## config.mk

```make
export PLATFORM = sky130hd
export DESIGN_NAME = reader_frame_deframer_unit
export DESIGN_NICKNAME = d
export VERILOG_FILES = /design/src/rfd_pkg.sv /design/src/reader_frame_deframer_unit.sv /design/src/rfd_sum.sv /design/src/rfd_store.sv
export SDC_FILE = /design/constraint.sdc
export NUM_CORES = 1
export LEC_CHECK = 0
export BUFFER_PORTS_ARGS = -buffer_cell sky130_fd_sc_hd__buf_2
export CORE_MARGIN = 4
export CORE_UTILIZATION = 28
export CTS_CLUSTER_SIZE = 28
export DETAILED_ROUTE_END_ITERATION = 8
export PLACE_DENSITY = 0.42
export SKIP_CTS_REPAIR_TIMING = 1
export SLEW_MARGIN = 20
export SYNTH_ARGS = -nofsm -noshare
export SYNTH_HDL_FRONTEND = slang
export SYNTH_HIERARCHICAL = 1
export SYNTH_SLANG_ARGS = --single-unit
```

## constraint.sdc

```tcl
create_clock -name clk_i -period 4.8 [get_ports clk_i]
set_input_delay 0.96 -clock clk_i [delete_from_list [all_inputs] [get_ports clk_i]]
set_output_delay 0.96 -clock clk_i [all_outputs]
set_load 0.05 [all_outputs]
```

## src/rfd_pkg.sv

```systemverilog
// Shared types and constants of the reader frame deframer.
// No dependencies.
package rfd_pkg;

  localparam int FRAME_BYTES_DEF = 64;
  localparam int HDR_BYTES       = 8;
  localparam int CHK_BYTES       = 2;
  localparam int SW_HI_POS       = 4;
  localparam int SW_LO_POS       = 5;
  localparam int LEN_HI_POS      = 6;
  localparam int LEN_LO_POS      = 7;
  localparam logic [7:0] SYNC_RESET = 8'd178;

  typedef enum logic [1:0] {
    FS_GOOD     = 2'd0,
    FS_CHK_ERR  = 2'd1,
    FS_TOO_LONG = 2'd2
  } frame_status_e;

  typedef enum logic [1:0] {
    ST_RX,
    ST_RD,
    ST_OUT
  } rfd_state_e;

  typedef struct packed {
    logic en;
    logic first;
  } sum_ctl_t;

endpackage

```

## src/reader_frame_deframer_unit.sv

```systemverilog
// Receive: one byte per cycle unless in_stall_o is high; errors and empty frames show
// in the cycle after the last byte. A good frame of n payload bytes then streams them
// out, each byte by a store read and then an output load; input stalls meanwhile.
// Bytes 7 and the last check byte also wait while an earlier result is stalled in output.
// Reset (async, low): hunting for sync, sync byte 178, output empty; store left as is.
module reader_frame_deframer_unit import rfd_pkg::*; #(
  parameter int FRAME_BYTES = FRAME_BYTES_DEF
) (
  input  logic        clk_i,
  input  logic        rst_ni,
  input  logic        sync_byte_we_i,
  input  logic [7:0]  sync_byte_i,
  input  logic        in_valid_i,
  output logic        in_stall_o,
  input  logic [7:0]  rx_byte_i,
  output logic        out_valid_o,
  input  logic        out_stall_i,
  output logic [1:0]  frame_status_o,
  output logic [15:0] status_word_o,
  output logic [5:0]  payload_len_o,
  output logic        has_byte_o,
  output logic [7:0]  payload_byte_o,
  output logic [5:0]  byte_index_o,
  output logic        last_o
);

  localparam int MAX_LEN = FRAME_BYTES - HDR_BYTES - CHK_BYTES;
  localparam int AW      = $clog2(MAX_LEN);
  localparam int CW      = ($clog2(FRAME_BYTES) > 6) ? $clog2(FRAME_BYTES) : 6;

  rfd_state_e    state_q, state_d;
  logic [7:0]    sync_q;
  logic [CW-1:0] cnt_q, cnt_d;
  logic [CW-1:0] len_q, len_d;
  logic [7:0]    len_hi_q, len_hi_d;
  logic [15:0]   sw_q, sw_d;
  logic [7:0]    chk_hi_q, chk_hi_d;
  logic [AW-1:0] rd_idx_q, rd_idx_d;

  logic          out_valid_q, out_valid_d;
  frame_status_e st_q, st_d;
  logic [5:0]    plen_q, plen_d;
  logic          has_q, has_d;
  logic [7:0]    pb_q, pb_d;
  logic [5:0]    idx_q, idx_d;
  logic          last_q, last_d;
  logic [15:0]   osw_q, osw_d;

  logic          acc, hunt, is_hdr, pay, chk_pos, fin, at_len, too_long, out_free;
  logic [CW-1:0] end_pay;
  logic [15:0]   len_full;
  logic          chk_ok, rd_last;
  sum_ctl_t      sum_ctl;
  logic          wr_en, rd_en;
  logic [AW-1:0] wr_addr;
  logic [7:0]    rd_data;

  assign out_free = !out_valid_q || !out_stall_i;
  assign hunt     = (cnt_q == '0);
  assign is_hdr   = (cnt_q < CW'(HDR_BYTES));
  assign end_pay  = CW'(HDR_BYTES) + len_q;
  assign pay      = !is_hdr && (cnt_q < end_pay);
  assign chk_pos  = !is_hdr && (cnt_q == end_pay);
  assign fin      = !is_hdr && (cnt_q == end_pay + CW'(1));
  assign at_len   = (cnt_q == CW'(LEN_LO_POS));
  assign len_full = {len_hi_q, rx_byte_i};
  assign too_long = (len_full > 16'(MAX_LEN));
  assign rd_last  = (CW'(rd_idx_q) + CW'(1) == len_q);

  assign in_stall_o = (state_q != ST_RX) || ((at_len || fin) && !out_free);
  assign acc        = in_valid_i && !in_stall_o;

  assign sum_ctl.first = hunt;
  assign sum_ctl.en    = acc && (is_hdr || pay) && (!hunt || (rx_byte_i == sync_q));
  assign wr_en         = acc && pay;
  assign wr_addr       = AW'(cnt_q - CW'(HDR_BYTES));
  assign rd_en         = (state_q == ST_RD);

  rfd_sum u_sum (
    .clk_i      (clk_i),
    .rst_ni     (rst_ni),
    .ctl_i      (sum_ctl),
    .byte_i     (rx_byte_i),
    .chk_word_i ({chk_hi_q, rx_byte_i}),
    .chk_ok_o   (chk_ok)
  );

  rfd_store #(.DEPTH(MAX_LEN)) u_store (
    .clk_i     (clk_i),
    .wr_en_i   (wr_en),
    .wr_addr_i (wr_addr),
    .wr_data_i (rx_byte_i),
    .rd_en_i   (rd_en),
    .rd_addr_i (rd_idx_q),
    .rd_data_o (rd_data)
  );

  always_comb begin
    state_d     = state_q;
    cnt_d       = cnt_q;
    len_d       = len_q;
    len_hi_d    = len_hi_q;
    sw_d        = sw_q;
    chk_hi_d    = chk_hi_q;
    rd_idx_d    = rd_idx_q;
    out_valid_d = out_valid_q && out_stall_i;
    st_d        = st_q;
    plen_d      = plen_q;
    has_d       = has_q;
    pb_d        = pb_q;
    idx_d       = idx_q;
    last_d      = last_q;
    osw_d       = osw_q;
    unique case (state_q)
      ST_RX: begin
        if (acc) begin
          if (hunt) begin
            if (rx_byte_i == sync_q) begin
              cnt_d = CW'(1);
            end
          end else begin
            cnt_d = cnt_q + CW'(1);
            if (cnt_q == CW'(SW_HI_POS)) sw_d[15:8] = rx_byte_i;
            if (cnt_q == CW'(SW_LO_POS)) sw_d[7:0] = rx_byte_i;
            if (cnt_q == CW'(LEN_HI_POS)) len_hi_d = rx_byte_i;
            if (chk_pos) chk_hi_d = rx_byte_i;
            if (at_len) begin
              len_d = CW'(len_full);
              if (too_long) begin
                cnt_d       = '0;
                out_valid_d = 1'b1;
                st_d        = FS_TOO_LONG;
                osw_d       = sw_q;
                plen_d      = '0;
                has_d       = 1'b0;
                pb_d        = '0;
                idx_d       = '0;
                last_d      = 1'b1;
              end
            end
            if (fin) begin
              cnt_d = '0;
              if (!chk_ok || len_q == '0) begin
                out_valid_d = 1'b1;
                st_d        = chk_ok ? FS_GOOD : FS_CHK_ERR;
                osw_d       = sw_q;
                plen_d      = 6'(len_q);
                has_d       = 1'b0;
                pb_d        = '0;
                idx_d       = '0;
                last_d      = 1'b1;
              end else begin
                rd_idx_d = '0;
                state_d  = ST_RD;
              end
            end
          end
        end
      end
      ST_RD: begin
        state_d = ST_OUT;
      end
      ST_OUT: begin
        if (out_free) begin
          out_valid_d = 1'b1;
          st_d        = FS_GOOD;
          osw_d       = sw_q;
          plen_d      = 6'(len_q);
          has_d       = 1'b1;
          pb_d        = rd_data;
          idx_d       = 6'(rd_idx_q);
          last_d      = rd_last;
          if (rd_last) begin
            state_d = ST_RX;
          end else begin
            rd_idx_d = rd_idx_q + AW'(1);
            state_d  = ST_RD;
          end
        end
      end
      default: state_d = ST_RX;
    endcase
  end

  always_ff @(posedge clk_i or negedge rst_ni) begin
    if (!rst_ni) begin
      state_q     <= ST_RX;
      sync_q      <= SYNC_RESET;
      cnt_q       <= '0;
      len_q       <= '0;
      rd_idx_q    <= '0;
      out_valid_q <= 1'b0;
    end else begin
      state_q     <= state_d;
      if (sync_byte_we_i) sync_q <= sync_byte_i;
      cnt_q       <= cnt_d;
      len_q       <= len_d;
      rd_idx_q    <= rd_idx_d;
      out_valid_q <= out_valid_d;
    end
  end

  always_ff @(posedge clk_i) begin
    len_hi_q <= len_hi_d;
    sw_q     <= sw_d;
    chk_hi_q <= chk_hi_d;
    st_q     <= st_d;
    osw_q    <= osw_d;
    plen_q   <= plen_d;
    has_q    <= has_d;
    pb_q     <= pb_d;
    idx_q    <= idx_d;
    last_q   <= last_d;
  end

  assign out_valid_o    = out_valid_q;
  assign frame_status_o = st_q;
  assign status_word_o  = osw_q;
  assign payload_len_o  = plen_q;
  assign has_byte_o     = has_q;
  assign payload_byte_o = pb_q;
  assign byte_index_o   = idx_q;
  assign last_o         = last_q;

endmodule

```

## src/rfd_sum.sv

```systemverilog
// Checksum unit: one 16-bit adder that accumulates frame bytes, plus the check compare.
// Depends on rfd_pkg.
module rfd_sum import rfd_pkg::*; (
  input  logic        clk_i,
  input  logic        rst_ni,
  input  sum_ctl_t    ctl_i,
  input  logic [7:0]  byte_i,
  input  logic [15:0] chk_word_i,
  output logic        chk_ok_o
);

  logic [15:0] sum_q, sum_d;

  always_comb begin
    sum_d = sum_q;
    if (ctl_i.en) begin
      sum_d = (ctl_i.first ? 16'd0 : sum_q) + {8'd0, byte_i};
    end
  end

  always_ff @(posedge clk_i or negedge rst_ni) begin
    if (!rst_ni) begin
      sum_q <= 16'd0;
    end else begin
      sum_q <= sum_d;
    end
  end

  assign chk_ok_o = (chk_word_i == ~sum_q);

endmodule

```

## src/rfd_store.sv

```systemverilog
// Payload store: one write port, one registered read port.
// Depends on rfd_pkg.
module rfd_store import rfd_pkg::*; #(
  parameter int DEPTH = FRAME_BYTES_DEF - HDR_BYTES - CHK_BYTES,
  localparam int AW   = $clog2(DEPTH)
) (
  input  logic          clk_i,
  input  logic          wr_en_i,
  input  logic [AW-1:0] wr_addr_i,
  input  logic [7:0]    wr_data_i,
  input  logic          rd_en_i,
  input  logic [AW-1:0] rd_addr_i,
  output logic [7:0]    rd_data_o
);

  logic [7:0] mem [DEPTH];
  logic [7:0] rd_data_q;

  always_ff @(posedge clk_i) begin
    if (wr_en_i) begin
      mem[wr_addr_i] <= wr_data_i;
    end
  end

  always_ff @(posedge clk_i) begin
    if (rd_en_i) begin
      rd_data_q <= mem[rd_addr_i];
    end
  end

  assign rd_data_o = rd_data_q;

endmodule

```

* Yosys cells after proc, flatten, opt, wreduce, memory -nomap -nowiden
Memory sizes are Yosys's and may differ from the RTL's. A register that Yosys moved wholly into a read port is not among the register bits.
Cells that the tools add are included.
** Cells by class
- $add $sub $neg :: 6
- Multiply operators :: 0
- Divide/modulo/power cells :: 0
- $lt $le $gt $ge :: 3
- Equality and inequality tests :: 18
- Shift-type cells :: 0
- Muxes and demuxes :: 87
- Bitwise operators :: 2
- Reduce and logical (&&, ||, !) cells :: 36
** Operators by type and width (number)
- 6-bit two-way mux :: 25
- 16-bit two-way mux :: 8
- 8-bit two-way mux :: 7
- 6-bit one-hot mux with 2 select lines :: 3
- 16-bit one-hot mux with 2 select lines :: 1
- 1-bit two-way mux :: 25
- 6-bit by 3-bit equality test with 1-bit output, second input constant :: 4
- 2-bit two-way mux :: 12
- 4-bit AND reduction :: 6
- 6-bit by 1-bit adder with 6-bit output, second input constant :: 3
- 6-bit equality test :: 3
- 16-bit by 8-bit adder with 16-bit output :: 1
- 16-bit equality test :: 1
- 16-bit by 6-bit > comparator with 1-bit output, second input constant :: 1
- 16-bit NOT :: 1
- 8-bit one-hot mux with 2 select lines :: 1
- 6-bit logical NOT :: 2
- 2-bit inequality test, second input constant :: 6
- 1-bit logical AND :: 9
- 8-bit equality test :: 1
- 1-bit logical NOT :: 7
- 7-bit AND reduction :: 1
- 4-bit by 6-bit adder with 6-bit output, first input constant :: 1
- 1-bit logical OR :: 6
- other kinds (14) :: 17
** Storage, ports and cells
- Register bits :: 117
- Bits in latches :: 0
- RAM bits :: 432
- Memory bits (read-only) :: 0
- Input port bits :: 21
- Output and inout port bits :: 42
- Memories kept :: 1
** Memory list
- u_store.mem :: depth 54, width 8, rd ports 1, clocked after Yosys merged registers in 1, wr ports 1, line rfd_store.sv:16 : logic [7:0] mem [DEPTH];

* Logic depth before layout (Yosys ltp)
- Depth in word-level cells :: 12
- Mapped depth :: 14

* Hierarchy
The synthesis kept the hierarchy.
** Modules (own cells, without submodules)
- rfd_store :: instances 1, cells each 958, area an instance 17413.0 µm², sequential area each 13212.7 µm²
- reader_frame_deframer_unit :: instances 1, cells each 355, area an instance 4820.9 µm², sequential area each 2892.8 µm²
- rfd_sum :: instances 1, cells each 147, area an instance 1353.8 µm², sequential area each 400.4 µm²

* Worst setup path before layout
OpenSTA, ideal clock, no wires.
- Kind :: in2reg
- From :: in in_valid_i
- To :: reg idx_q[0], in the netlist byte_index_o[0] (enable)
- Arrival time :: 4.371 ns
- Required time :: 4.307 ns
- Path slack :: -0.063 ns
- Stages :: 4
- Path through :: nor3b_1 o31a_1 nor2_1 o21ai_0
** On the way
- Cells in the longest elaborated chain, start to end :: 3
** Ends and longest elaborated chain
- from (decl) :: line reader_frame_deframer_unit.sv:13 : input logic in_valid_i,
- 1-bit logical AND :: line reader_frame_deframer_unit.sv:71 : assign acc = in_valid_i && !in_stall_o;
- 2-bit inequality test (no line)
- 4-bit AND reduction (no line)
- to (signal assigned) :: line reader_frame_deframer_unit.sv:212 : idx_q <= idx_d;
- to (decl) :: line reader_frame_deframer_unit.sv:45 : logic [5:0] idx_q, idx_d;
Every way passes these cells.
A chain may end at the register's enable or synchronous reset.

* Worst setup path after layout
- From :: reg len_q[3]
- To :: out in_stall_o
** On the way
- Cells in the longest elaborated chain, start to end :: 7
** Ends and longest elaborated chain
- from (decl) :: line reader_frame_deframer_unit.sv:34 : logic [CW-1:0] len_q, len_d;
- from (signal assigned) :: line reader_frame_deframer_unit.sv:197 : len_q <= len_d;
- 4-bit by 6-bit adder with 6-bit output :: line reader_frame_deframer_unit.sv:61 : assign end_pay = CW'(HDR_BYTES) + len_q;
- 6-bit by 1-bit adder with 6-bit output :: line reader_frame_deframer_unit.sv:64 : assign fin = !is_hdr && (cnt_q == end_pay + CW'(1));
- 6-bit equality test :: line reader_frame_deframer_unit.sv:64
- 1-bit logical AND :: line reader_frame_deframer_unit.sv:64
- 1-bit logical OR :: line reader_frame_deframer_unit.sv:70 : assign in_stall_o = (state_q != ST_RX) || ((at_len || fin) && !out_free);
- 1-bit logical AND :: line reader_frame_deframer_unit.sv:70
- 1-bit logical OR :: line reader_frame_deframer_unit.sv:70
- to (decl) :: line reader_frame_deframer_unit.sv:14 : output logic in_stall_o,
Every way passes these cells.

==> run metrics <==
peak supply drop=0.296 mV; H-tree depth=2; share of flip-flops with an asynchronous set or reset=8.08%; die footprint=0.0890 mm2; total track usage=14.1%; clk slew on worst S/H paths=0.06 ns; drt pass-1 iters=5; Gate power share=21.7%; Max Clock Skew=0.0306 ns; critical path capture point type=primary output; Metal-1 WL=28800 um; CTS buffer count=58; CTS Buffer Depth=3; non-filler cells, final=2713; top-area cell type share of the netlist area=65.2%; net count after synthesis=1507; Clock Power Share=34.3%; setup_tns=0 ns; Die Y=298 um; Synth Instances=1460; Post-synth top cells=edfxtp_1 (512), mux2i_1 (107), nand2_1 (79); # DRC=0; dominant cells by area after synthesis=edfxtp_1 (65%), mux2i_1 (4.5%), dfrtp_1 (4.3%); register area share after synthesis=70.0%; num ports=63; Post-DP HPWL=41200 um; top-count cell post-synth=edfxtp_1; R2R depth=11; P_leak=8.97 nW; Worst Tran Pin Value=1.00 ns; Slew headroom=33.1%; DR WL met2=31400 um; status=finished, final reports clean; Sw Pwr=4.25 mW; DR WL/cell=23.5 um; area leader, netlist=edfxtp_1; Synth cell types=82; switch share=30.5%; largest net degree at the start of global routing=65; Final nets=1631; initial antenna violation count=4; RSZ-0062 raised after global routing=no; R2R Setup Slk=0.71 ns; yosys warns=6; count of flip-flops with a built-in enable after synthesis=512; gr ovfl total=0; Netlist Area Pre-Place=0.0236 mm2; Critical Path AT=3.19 ns; routability congestion estimate=0.784; # setup viols final=0; Reg2Reg Capture Point=u_store/mem[50][0]; total power=13.9 mW; prevailing post-synth register cell=edfxtp_1; Max Used Layer=met4; CP max FO=9; Met3 Wirelength=2300 um; Syn-to-layout area delta=16.6%; vias per cell=4.81; Worst setup SP type=flop; routed via count=13.0k; Clock Latency Late Sink=0.63 ns; Final Hold Vio Count=0; fin crit period=4.15 ns; vias in the first global route=13.3k; sequential fraction of design power=44.0%; PortBufs=62; crit path kind=flop to primary output; Initial DRC Count=941; # rows=106; root buffer cell=clkbuf_16; Max Clk Rate=241 MHz; CTS tree=yes; Total Wirelength=63900 um; MaxCap Viol Count=0; die extent in x=298 um; Post-DRT Antenna Nets=0; PwrDens=507 mW/mm2; syn avg cell area=16.2 um2; Hold Crit Class=primary input to asynchronous set/reset pin; clk sink count=557; Slew Viols, Final=0; Final period util=86.5%; Placed Instances=2604; Critical Path RT=3.84 ns; number of synthesized register bits=557; first-pass GRT wire length=93300 um; Starting Density=28.2%; Core ar.=0.0836 mm2; layout cells sized above 1=21.2%; P_int=9.69 mW; Worst R2R Start=len_q[3]
[per-layer routing]
metal | global-route usage [%] | up-vias
met3 | 2.16 | 80
met5 | 0 | -
met1 | 18.9 | 6721
li1 | - | 6010
met2 | 24.0 | 238
met4 | 3.42 | 0
[final cells by class]
cell class / instances / area (um2)
timing repair buffer: 141 / 941
clock buffer: 66 / 1480
tap: 1080 / 1350
fill: 8114 / 56100
inverter: 16 / 60.1
antenna: 1 / 2.50
multi-input combinational: 810 / 6600
clock inverter: 42 / 546
sequential: 557 / 16500
[power by group through the flow]
stage / Clock [mW] / Sequential [mW] / Combinational, mW
6_report: 4.78 / 6.13 / 3.02
2_1_floorplan: 0 / 6.73 / 1.63
4_1_cts: 4.93 / 6.14 / 3.04
5_1_grt: 5.14 / 6.18 / 3.29
3_3_place_gp: 0 / 6.23 / 3.02
3_5_place_dp: 0 / 6.23 / 3.03
[worst max path at each step]
stage                    start                  to  slack (ns)  cells past startpoint
global placement      len_q[3]  u_store/mem[50][1]        0.72                     11
CTS                   len_q[3]          in_stall_o        0.57                      8
detailed placement    len_q[3]  u_store/mem[50][1]        0.74                     11
floorplan           in_valid_i     byte_index_o[0]        1.02                      4
global route          len_q[3]          in_stall_o        0.42                      8
finish                len_q[3]          in_stall_o        0.65                      8
[kinds of logic (layout without fill, tap and decap cells)]
logic type / count (synthesis) / after routing / share of synthesized area, %
AO/OA/AOI/OAI: 220 / 220 / 6.84
XOR/XNOR: 51 / 51 / 1.99
adder cells (fa/ha/maj): 26 / 26 / 1.41
buffers and inverters: 93 / 265 / 2.25
flip-flops: 557 / 557 / 70.0
multiplexers: 208 / 208 / 11.0
other: 0 / 1 / 0
AND/OR/NAND/NOR: 305 / 305 / 6.49
[metrics by stage]
stage	hold WS (ns)	instance area (um2)	setup slack, ns	util (%)
after global placement	0.504	25500	0.718	30.5
after global routing	0.410	27500	0.420	32.9
after floorplan	0.501	23600	1.02	-
after CTS	0.368	27500	0.566	32.9
final	0.375	27500	0.649	32.9
after detailed placement	0.518	25500	0.741	30.5
[layout by cell type (no fill, tap or decap), types with 11 or more instances in the layout]
cell type and n:
a221oi_1 16, o22ai_1 26, nor2b_1 32, xnor2_1 24
nand3_1 30, a31oi_1 12, xor2_1 25, inv_1 16
dfrtp_1 38, o21ai_0 20, edfxtp_1 512, mux4_2 32
bufinv_16 12, clkinv_2 11, clkbuf_16 58, mux2_2 47
a211oi_1 25, nor3_1 18, buf_2 62, ha_1 25
nand2_1 79, a22o_1 15, clkinv_1 14, mux2i_1 107
nor2_1 78, mux2_1 12, a21oi_1 20, buf_4 76
[sequential cells by signal, summed over array words and instances, names as in the netlist, 8 cells and up]
register           flops
payload_byte_o         8
chk_hi_q               8
u_store/mem          432
status_word_o         16
sync_q                 8
sw_q                  16
u_store/rd_data_o      8
u_sum/sum_q           16
len_hi_q               8
[critical path, stage by stage, from the launching register on]
cell and delay, ns:
dfrtp_1 0.58, inv_1 0.10, ha_1 0.34, xnor2_1 0.23, nor4b_2 0.38, o2111a_1 0.41, o21ai_1 0.12, nand2_1 0.13
buf_2 0.28
Note: power is estimated with default switching activity, not from simulation.
